==> src/rtl/core/tlbat_pkg.sv <==
// ----------------------------------------------------------------------------
// tlbat_pkg
// Shared types and constants of the TLB address translation unit: entry field
// positions, result status codes, register indexes and the control structs.
// ----------------------------------------------------------------------------
package tlbat_pkg;

  // Fields of an entry hi word.
  localparam int HI_VALID_BIT = 0;
  localparam int HI_ASID_LSB  = 1;
  localparam int HI_ASID_MSB  = 10;
  localparam int ASID_W       = HI_ASID_MSB - HI_ASID_LSB + 1;

  // Permission bits of an entry lo word.
  localparam int LO_W_BIT = 3;
  localparam int LO_U_BIT = 2;

  localparam int WORD_W = 32;
  localparam int IDX_W  = 4;
  localparam int CFG_W  = 10;

  typedef enum logic [1:0] {
    ST_OK    = 2'd0,
    ST_FAULT = 2'd1,
    ST_MISS  = 2'd2
  } status_t;

  typedef enum logic [1:0] {
    CFG_VM_ENABLE    = 2'd0,
    CFG_PRIVILEGED   = 2'd1,
    CFG_CURRENT_ASID = 2'd2
  } cfg_idx_t;

  // Source of the result word loaded into the result register.
  typedef enum logic [1:0] {
    RES_WRITE = 2'd0,
    RES_PASS  = 2'd1,
    RES_HIT   = 2'd2,
    RES_MISS  = 2'd3
  } res_sel_t;

  typedef struct packed {
    logic     capture;
    logic     ram_we;
    logic     issue;
    logic     res_load;
    res_sel_t res_sel;
    logic     out_load;
  } ctrl_cmd_t;

  typedef struct packed {
    logic vm_enable;
    logic pend;
    logic hit;
    logic last;
    logic cnt_end;
  } dp_stat_t;

endpackage

==> src/rtl/core/tlb_address_translation_unit.sv <==
// ----------------------------------------------------------------------------
// tlb_address_translation_unit
// Fully associative TLB with ASID match, scanned one entry per cycle.
// ----------------------------------------------------------------------------
// Writes and pass-through translations need no scan; the time to a hit or a
// miss is set by the one-entry-per-cycle scan of the entry RAM. A new item
// is accepted only after the previous result has moved to the output register.
// Reset (synchronous, rst_n low) clears all entry valid bits at once,
// translation off, supervisor mode on, ASID zero; no clearing pass is needed.
// ----------------------------------------------------------------------------
//
// Structure: tlbat_ctrl is the sequencer and tlbat_dp holds the configuration
// registers, the entry RAM with its valid bits, the scan counter, the match
// and permission logic and the result and output registers.
//
// A translate beat with translation on starts a scan from slot 0 upward. Each
// cycle one RAM read is issued and the entry read in the previous cycle is
// checked, so the first matching slot (lowest index) ends the scan. A write
// beat stores the hi and lo words in the cycle it is accepted; slot indexes at
// or above TLB_DEPTH are dropped but still answer ok.
//
// The result is parked in a result register and moved into the output
// register as soon as that is free, so a new beat is accepted while the
// previous result still waits on the output side.
//
// The configuration port is always ready. Index 0 is vm_enable, 1 privileged,
// 2 current_asid; index 3 is ignored.
module tlb_address_translation_unit #(
  parameter int TLB_DEPTH = 16,
  parameter int PAGE_BITS = 12
) (
  input  logic                          clk,
  input  logic                          rst_n,
  input  logic                          in_valid,
  output logic                          in_ready,
  input  logic                          in_kind,
  input  logic [tlbat_pkg::WORD_W-1:0]  in_vaddr,
  input  logic                          in_is_write,
  input  logic                          in_is_execute,
  input  logic [tlbat_pkg::IDX_W-1:0]   in_entry_index,
  input  logic [tlbat_pkg::WORD_W-1:0]  in_entry_hi,
  input  logic [tlbat_pkg::WORD_W-1:0]  in_entry_lo,
  output logic                          out_valid,
  input  logic                          out_ready,
  output logic [1:0]                    out_status,
  output logic [tlbat_pkg::WORD_W-1:0]  out_paddr,
  input  logic                          cfg_valid,
  output logic                          cfg_ready,
  input  logic [1:0]                    cfg_index,
  input  logic [tlbat_pkg::CFG_W-1:0]   cfg_data
);

  tlbat_pkg::ctrl_cmd_t cmd;
  tlbat_pkg::dp_stat_t  stat;

  assign cfg_ready = 1'b1;

  tlbat_ctrl u_ctrl (
    .clk       (clk),
    .rst_n     (rst_n),
    .in_valid  (in_valid),
    .in_ready  (in_ready),
    .in_kind   (in_kind),
    .out_valid (out_valid),
    .out_ready (out_ready),
    .cmd       (cmd),
    .stat      (stat)
  );

  tlbat_dp #(
    .TLB_DEPTH (TLB_DEPTH),
    .PAGE_BITS (PAGE_BITS)
  ) u_dp (
    .clk            (clk),
    .rst_n          (rst_n),
    .cmd            (cmd),
    .stat           (stat),
    .in_vaddr       (in_vaddr),
    .in_is_write    (in_is_write),
    .in_is_execute  (in_is_execute),
    .in_entry_index (in_entry_index),
    .in_entry_hi    (in_entry_hi),
    .in_entry_lo    (in_entry_lo),
    .cfg_valid      (cfg_valid),
    .cfg_index      (cfg_index),
    .cfg_data       (cfg_data),
    .out_status     (out_status),
    .out_paddr      (out_paddr)
  );

  // Faults and misses never carry an address.
  a_err_zero_paddr: assert property (@(posedge clk) disable iff (!rst_n)
    (out_valid && (out_status != tlbat_pkg::ST_OK)) |-> (out_paddr == '0))
    else $error("non-ok result beat carries a nonzero address");

  // Status code three is never produced.
  a_status_code: assert property (@(posedge clk) disable iff (!rst_n)
    out_valid |-> (out_status != 2'd3))
    else $error("result beat carries an undefined status code");

endmodule

==> src/rtl/core/tlbat_ram.sv <==
// ----------------------------------------------------------------------------
// tlbat_ram
// Generic single write port, single read port RAM with a registered read.
// ----------------------------------------------------------------------------
module tlbat_ram #(
  parameter int WIDTH = 64,
  parameter int DEPTH = 16,
  parameter int AW    = (DEPTH > 1) ? $clog2(DEPTH) : 1
) (
  input  logic             clk,
  input  logic             we,
  input  logic [AW-1:0]    waddr,
  input  logic [WIDTH-1:0] wdata,
  input  logic             re,
  input  logic [AW-1:0]    raddr,
  output logic [WIDTH-1:0] rdata
);

  logic [WIDTH-1:0] mem [DEPTH];
  logic [WIDTH-1:0] rdata_r;

  always_ff @(posedge clk) begin
    if (we) begin
      mem[waddr] <= wdata;
    end
    if (re) begin
      rdata_r <= mem[raddr];
    end
  end

  assign rdata = rdata_r;

endmodule

==> src/rtl/core/tlbat_dp.sv <==
// ----------------------------------------------------------------------------
// tlbat_dp
// Datapath: configuration registers, entry RAM with valid bits, scan counter,
// match and permission check, result and output registers.
// ----------------------------------------------------------------------------
module tlbat_dp #(
  parameter int TLB_DEPTH = 16,
  parameter int PAGE_BITS = 12
) (
  input  logic                          clk,
  input  logic                          rst_n,
  input  tlbat_pkg::ctrl_cmd_t          cmd,
  output tlbat_pkg::dp_stat_t           stat,
  input  logic [tlbat_pkg::WORD_W-1:0]  in_vaddr,
  input  logic                          in_is_write,
  input  logic                          in_is_execute,
  input  logic [tlbat_pkg::IDX_W-1:0]   in_entry_index,
  input  logic [tlbat_pkg::WORD_W-1:0]  in_entry_hi,
  input  logic [tlbat_pkg::WORD_W-1:0]  in_entry_lo,
  input  logic                          cfg_valid,
  input  logic [1:0]                    cfg_index,
  input  logic [tlbat_pkg::CFG_W-1:0]   cfg_data,
  output logic [1:0]                    out_status,
  output logic [tlbat_pkg::WORD_W-1:0]  out_paddr
);

  localparam int AW  = (TLB_DEPTH > 1) ? $clog2(TLB_DEPTH) : 1;
  localparam int CW  = AW + 1;
  localparam int WW  = tlbat_pkg::WORD_W;

  // Configuration registers.
  logic                          vm_enable_r;
  logic                          privileged_r;
  logic [tlbat_pkg::ASID_W-1:0]  asid_r;

  always_ff @(posedge clk) begin
    if (!rst_n) begin
      vm_enable_r  <= 1'b0;
      privileged_r <= 1'b1;
      asid_r       <= '0;
    end else if (cfg_valid) begin
      case (tlbat_pkg::cfg_idx_t'(cfg_index))
        tlbat_pkg::CFG_VM_ENABLE:    vm_enable_r  <= cfg_data[0];
        tlbat_pkg::CFG_PRIVILEGED:   privileged_r <= cfg_data[0];
        tlbat_pkg::CFG_CURRENT_ASID: asid_r       <= cfg_data[tlbat_pkg::ASID_W-1:0];
        default: ;
      endcase
    end
  end

  // Captured item.
  logic [WW-1:0] vaddr_r;
  logic          is_write_r;
  logic          is_execute_r;

  always_ff @(posedge clk) begin
    if (cmd.capture) begin
      vaddr_r      <= in_vaddr;
      is_write_r   <= in_is_write;
      is_execute_r <= in_is_execute;
    end
  end

  // Entry store: {hi, lo} per slot, valid bits cleared at reset.
  logic              idx_ok;
  logic              ram_we;
  logic [AW-1:0]     ram_waddr;
  logic [2*WW-1:0]   ram_rdata;
  logic [TLB_DEPTH-1:0] valid_r;
  logic [CW-1:0]     cnt_r;
  logic [AW-1:0]     cnt_idx;
  logic              pend_r;
  logic              pvalid_r;
  logic [AW-1:0]     pidx_r;

  assign idx_ok    = (32'(in_entry_index) < TLB_DEPTH);
  assign ram_we    = cmd.ram_we && idx_ok;
  assign ram_waddr = AW'(in_entry_index);
  assign cnt_idx   = cnt_r[AW-1:0];

  tlbat_ram #(
    .WIDTH (2*WW),
    .DEPTH (TLB_DEPTH),
    .AW    (AW)
  ) u_ram (
    .clk   (clk),
    .we    (ram_we),
    .waddr (ram_waddr),
    .wdata ({in_entry_hi, in_entry_lo}),
    .re    (cmd.issue),
    .raddr (cnt_idx),
    .rdata (ram_rdata)
  );

  always_ff @(posedge clk) begin
    if (!rst_n) begin
      valid_r <= '0;
    end else if (ram_we) begin
      valid_r[ram_waddr] <= 1'b1;
    end
  end

  // Scan counter and read tracking.
  always_ff @(posedge clk) begin
    if (!rst_n) begin
      cnt_r  <= '0;
      pend_r <= 1'b0;
    end else if (cmd.capture) begin
      cnt_r  <= '0;
      pend_r <= 1'b0;
    end else begin
      pend_r <= cmd.issue;
      if (cmd.issue) begin
        cnt_r <= cnt_r + CW'(1);
      end
    end
  end

  always_ff @(posedge clk) begin
    if (cmd.issue) begin
      pidx_r   <= cnt_idx;
      pvalid_r <= valid_r[cnt_idx];
    end
  end

  // Match and permission check on the entry read last cycle.
  logic [WW-1:0] hi_w;
  logic [WW-1:0] lo_w;
  logic          hit;
  logic          fault;
  logic [WW-1:0] hit_paddr;

  assign hi_w = ram_rdata[2*WW-1:WW];
  assign lo_w = ram_rdata[WW-1:0];

  assign hit = pvalid_r && hi_w[tlbat_pkg::HI_VALID_BIT]
            && (hi_w[WW-1:PAGE_BITS] == vaddr_r[WW-1:PAGE_BITS])
            && (hi_w[tlbat_pkg::HI_ASID_MSB:tlbat_pkg::HI_ASID_LSB] == asid_r);

  assign fault = (!is_write_r && !is_execute_r && !privileged_r
                  && !lo_w[tlbat_pkg::LO_U_BIT])
              || (is_write_r && !lo_w[tlbat_pkg::LO_W_BIT]);

  assign hit_paddr = {lo_w[WW-1:PAGE_BITS], vaddr_r[PAGE_BITS-1:0]};

  assign stat.vm_enable = vm_enable_r;
  assign stat.pend      = pend_r;
  assign stat.hit       = hit;
  assign stat.last      = (pidx_r == AW'(TLB_DEPTH - 1));
  assign stat.cnt_end   = (cnt_r == CW'(TLB_DEPTH));

  // Result register, then output register.
  logic [1:0]    res_status_r;
  logic [WW-1:0] res_paddr_r;
  logic [1:0]    out_status_r;
  logic [WW-1:0] out_paddr_r;

  always_ff @(posedge clk) begin
    if (cmd.res_load) begin
      case (cmd.res_sel)
        tlbat_pkg::RES_WRITE: begin
          res_status_r <= tlbat_pkg::ST_OK;
          res_paddr_r  <= '0;
        end
        tlbat_pkg::RES_PASS: begin
          res_status_r <= tlbat_pkg::ST_OK;
          res_paddr_r  <= in_vaddr;
        end
        tlbat_pkg::RES_HIT: begin
          res_status_r <= fault ? tlbat_pkg::ST_FAULT : tlbat_pkg::ST_OK;
          res_paddr_r  <= fault ? '0 : hit_paddr;
        end
        default: begin
          res_status_r <= tlbat_pkg::ST_MISS;
          res_paddr_r  <= '0;
        end
      endcase
    end
    if (cmd.out_load) begin
      out_status_r <= res_status_r;
      out_paddr_r  <= res_paddr_r;
    end
  end

  assign out_status = out_status_r;
  assign out_paddr  = out_paddr_r;

endmodule

==> src/rtl/core/tlbat_ctrl.sv <==
// ----------------------------------------------------------------------------
// tlbat_ctrl
// Controller: accepts items, sequences the entry scan and hands the result
// to the output register.
// ----------------------------------------------------------------------------
module tlbat_ctrl (
  input  logic                  clk,
  input  logic                  rst_n,
  input  logic                  in_valid,
  output logic                  in_ready,
  input  logic                  in_kind,
  output logic                  out_valid,
  input  logic                  out_ready,
  output tlbat_pkg::ctrl_cmd_t  cmd,
  input  tlbat_pkg::dp_stat_t   stat
);

  typedef enum logic [1:0] {
    S_IDLE,
    S_SCAN,
    S_DONE
  } state_t;

  state_t state_r, state_nxt;
  logic   out_valid_r, out_valid_nxt;
  logic   acc;
  logic   out_free;

  assign in_ready = (state_r == S_IDLE);
  assign acc      = in_valid && in_ready;
  assign out_free = !out_valid_r || out_ready;

  always_comb begin
    state_nxt     = state_r;
    out_valid_nxt = out_valid_r && !out_ready;
    cmd           = '0;
    cmd.res_sel   = tlbat_pkg::RES_WRITE;
    case (state_r)
      S_IDLE: begin
        if (acc) begin
          cmd.capture = 1'b1;
          if (in_kind) begin
            cmd.ram_we   = 1'b1;
            cmd.res_load = 1'b1;
            cmd.res_sel  = tlbat_pkg::RES_WRITE;
            state_nxt    = S_DONE;
          end else if (!stat.vm_enable) begin
            cmd.res_load = 1'b1;
            cmd.res_sel  = tlbat_pkg::RES_PASS;
            state_nxt    = S_DONE;
          end else begin
            state_nxt = S_SCAN;
          end
        end
      end
      S_SCAN: begin
        if (stat.pend && stat.hit) begin
          cmd.res_load = 1'b1;
          cmd.res_sel  = tlbat_pkg::RES_HIT;
          state_nxt    = S_DONE;
        end else if (stat.pend && stat.last) begin
          cmd.res_load = 1'b1;
          cmd.res_sel  = tlbat_pkg::RES_MISS;
          state_nxt    = S_DONE;
        end else begin
          cmd.issue = !stat.cnt_end;
        end
      end
      S_DONE: begin
        if (out_free) begin
          cmd.out_load  = 1'b1;
          out_valid_nxt = 1'b1;
          state_nxt     = S_IDLE;
        end
      end
      default: state_nxt = S_IDLE;
    endcase
  end

  always_ff @(posedge clk) begin
    if (!rst_n) begin
      state_r     <= S_IDLE;
      out_valid_r <= 1'b0;
    end else begin
      state_r     <= state_nxt;
      out_valid_r <= out_valid_nxt;
    end
  end

  assign out_valid = out_valid_r;

  // An accepted item always drops the input ready in the following cycle.
  a_busy_after_accept: assert property (@(posedge clk) disable iff (!rst_n)
    acc |=> !in_ready)
    else $error("input ready directly after an accepted beat");

  // Pass-through and entry writes need no scan.
  a_no_scan_needed: assert property (@(posedge clk) disable iff (!rst_n)
    (acc && (in_kind || !stat.vm_enable)) |=> (state_r == S_DONE))
    else $error("scan entered for an item that needs none");

  // A result is handed over only when the output register can take it.
  a_out_load_free: assert property (@(posedge clk) disable iff (!rst_n)
    cmd.out_load |-> out_free)
    else $error("output register overwritten while full");

endmodule
==> config.mk <==
export PLATFORM = sky130hd
export DESIGN_NAME = tlb_address_translation_unit
export DESIGN_NICKNAME = d
export VERILOG_FILES = /design/src/rtl/core/tlbat_pkg.sv /design/src/rtl/core/tlb_address_translation_unit.sv /design/src/rtl/core/tlbat_ram.sv /design/src/rtl/core/tlbat_dp.sv /design/src/rtl/core/tlbat_ctrl.sv
export SDC_FILE = /design/constraint.sdc
export NUM_CORES = 1
export LEC_CHECK = 0
export BUFFER_PORTS_ARGS = -buffer_cell sky130_fd_sc_hd__buf_2
export CORE_UTILIZATION = 55
export DETAILED_ROUTE_END_ITERATION = 16
export GPL_TIMING_DRIVEN = 0
export PLACE_DENSITY = 0.75
export SLEW_MARGIN = 20
export SYNTH_ARGS = -nofsm -noshare
export SYNTH_HDL_FRONTEND = slang
export SYNTH_SLANG_ARGS = --single-unit
==> constraint.sdc <==
create_clock -name clk -period 22.1 [get_ports clk]
set_input_delay 4.42 -clock clk [delete_from_list [all_inputs] [get_ports clk]]
set_output_delay 4.42 -clock clk [all_outputs]
set_load 0.1 [all_outputs]
==> results.cfg <==
[status]
outcome = finished clean

[synth]
synth_adder_area_share_pct = 0.1607
synthMuxAreaShare_pct = 15.87
synth_compound_area_share_pct = 1.324
synth_fp_nets = 1756
synth_top_family_by_area = multiplexers
yosysTopAreaCell = edfxtp_1
synthTopCellsByArea = edfxtp_1 78%, mux4_2 16%, dfxtp_1 1.9%
ys_seq_area_share_pct = 79.63
synth_top_area_share_pct = 77.73
syn_area_sq_um = 38940
synth-seq-cells = 1045
syn_inst = 1631
yosys.area_share.xor_xnor_pct = 0.6747
synth_cell_types = 44
synthSimpleGateAreaFrac_pct = 1.484
syn_area_per_cell_sq_um = 23.88
ys_warn_count = 0

[worst_setup_path]
crit_arrival_ns = 7.17
critPathCaptureType = flop
cp-start-kind = input port
crit_type = input port to flop
critPathRequiredTime_ns = 22.46
worstPathMaxFanout = 16

[sta]
worst_hold_slack_ns = 0.4092
fmax_mhz = 147.0
skew_ns = 0.04153
hold_violations = 0
slew_viol_final = 0
post-route-period-util_pct = 30.79
rsz0062_at_grt = no
setup_tns_ns = 0
worst_slew_margin_rel_pct = 27.81
setup_violations = 0
worst_slew_pin_slew_ns = 1.083
post-route-min-period_ns = 6.805

[clock_tree]
cts_buffer_depth = 3
htree_levels = 3
hold_buffers = 0
cts_tree = done
clk_latency_ns = 0.68
clock-sinks = 1045
cts_resized = 0
clk_pin_slew_ns = 0.06
cts_setup_buffers = 0
cts_buffers = 99
clock-root-buffer = clkbuf_16

[die]
initial_core_util_pct = 55.61
die_h_um = 268.1
core_area_sq_um = 70030
rows = 97
io-pin-count = 157
die_area_sq_um = 71870
die_w_um = 268.1

[final_layout]
post-route-util_pct = 64.99
drive_above_1_share_pct = 33.25
layout_common_cells = 1008 x edfxtp_1, 270 x mux4_2, 151 x buf_2
design_area_sq_um = 45510
n_fill_cell = 4393
final_common_cell = edfxtp_1
area_growth_pct = 16.87
finalNetCount = 2079

[grt]
grt_usage_pct = 27.86
grt_max_degree = 60
grt_pass1_wl_um = 136800
grt_pass1_vias = 19388
antenna_found_initial = 6
grt_overflow = 0

[drt]
drt_iter0_drc = 2740
wl_per_cell_um = 32.68
vias_per_cell = 6.422
firstDrtPassIters = 6
drc = 0
wl_um = 97460
dr_total_vias = 19149
antenna_left = 0

[placement]
routabilityCongestion = 0.8173
dp_hpwl_um = 62380
io_buffers = 144
placed_area_sq_um = 42220

[pwr]
peakVddDrop_uv = 64.00
p_leak_nw = 14.26
power_mw = 4.036
p_per_area_nw_per_um2 = 88.69

[worst_hold_path]
hold_path_class = flop to flop

[job]
cap_violations = 0
worst max-delay path: stages:
cell and delay (ns):
buf_2 0.13, nand2_1 0.16, inv_2 0.41, nand2_1 0.13
or3_1 0.50, nor3_2 0.67, buf_4 0.33, buf_4 0.22
buf_6 0.17
registers in the layout (all words and copies together) (netlist names), 4 cells and up:
name,flops
u_dp.u_ram.rdata,53
u_dp.vaddr_r,32
u_dp.asid_r,10
u_dp.pidx_r,4
u_dp.out_paddr,32
u_dp.valid_r,16
u_dp.cnt_r,5
u_dp.u_ram.mem,848
u_dp.res_paddr_r,32
worst paths after layout:
path	startpoint	end	slack, ns	cells after the start
setup / recovery	in_valid	u_dp.u_ram.mem[0][52]	15.30	9
hold / removal	u_dp.res_paddr_r[27]	u_dp.out_paddr[27]	0.41	0
setup reg to reg	u_dp.vaddr_r[25]	u_dp.res_paddr_r[16]	17.33	12
hold reg to reg	u_dp.res_paddr_r[27]	u_dp.out_paddr[27]	0.41	0
layer usage:
metal	vias to the layer above	wire length (um)	track usage, %
met2	1385	47000	43.56
met4	10	3784	11.35
met1	9918	34750	37.68
met5	-	72	0
met3	230	11850	7.477
li1	7606	-	-
synthesized netlist by cell type (all sizes together):
| cell | count |
|---|---|
| edfxtp | 1008 |
| nor2b | 17 |
| or4 | 1 |
| nand2 | 10 |
| o31ai | 2 |
| nand3 | 2 |
| a21o | 2 |
| a21oi | 5 |
| nand4b | 1 |
| xor2 | 25 |
| nor4 | 5 |
| clkbuf | 53 |
| and3 | 3 |
| nand4 | 6 |
| conb | 1 |
| nor3 | 6 |
| a31oi | 1 |
| o311ai | 2 |
| nor2 | 51 |
| ha | 5 |
| nand2b | 4 |
| o32ai | 1 |
| o21a | 18 |
| and2 | 1 |
| inv | 7 |
| a41o | 1 |
| nand3b | 3 |
| mux4 | 270 |
| o211ai | 1 |
| a22oi | 33 |
| nor3b | 2 |
| or3 | 3 |
| buf | 24 |
| dfxtp | 37 |
| mux2i | 10 |
| a21boi | 1 |
| and3b | 1 |
| xnor2 | 5 |
| o21ai | 3 |
where the power goes:
| part | total [mW] | switching [mW] | internal, mW |
|---|---|---|---|
| combinational | 0.114 | 0.0870 | 0.0266 |
| sequential | 2.20 | 0.00986 | 2.19 |
| clock | 1.72 | 0.734 | 0.985 |
stage by stage:
stage	worst slack, ns	instances
6_report	15.30	2982
5_1_grt	15.27	2980
4_1_cts	15.38	2978
3_5_place_dp	14.74	2792
3_3_place_gp	6.056	2715
2_1_floorplan	12.03	1631
cell families (layout without fill, tap and decap cells):
group	Yosys count	count (layout)
simple gates	116	116
fa+ha+maj	5	5
xor+xnor	30	30
flops	1045	1045
buf+inv	84	492
other cells	1	4
compound gates	70	70
mux	280	280
area by class of cell:
cell class	instances	area [sq um]	share of cell area [%]
clock inverters	69	700.7	1.540
diodes	3	7.507	0.01649
inverters	7	26.28	0.05773
multi-input cells	502	7732	16.99
flip-flops and latches	1045	31010	68.13
clock buffers	117	2566	5.638
repair buffers	222	1979	4.349
well taps	940	1176	2.584
plain buffers	77	314.1	0.6900
Power figures use the tool's default switching activity.
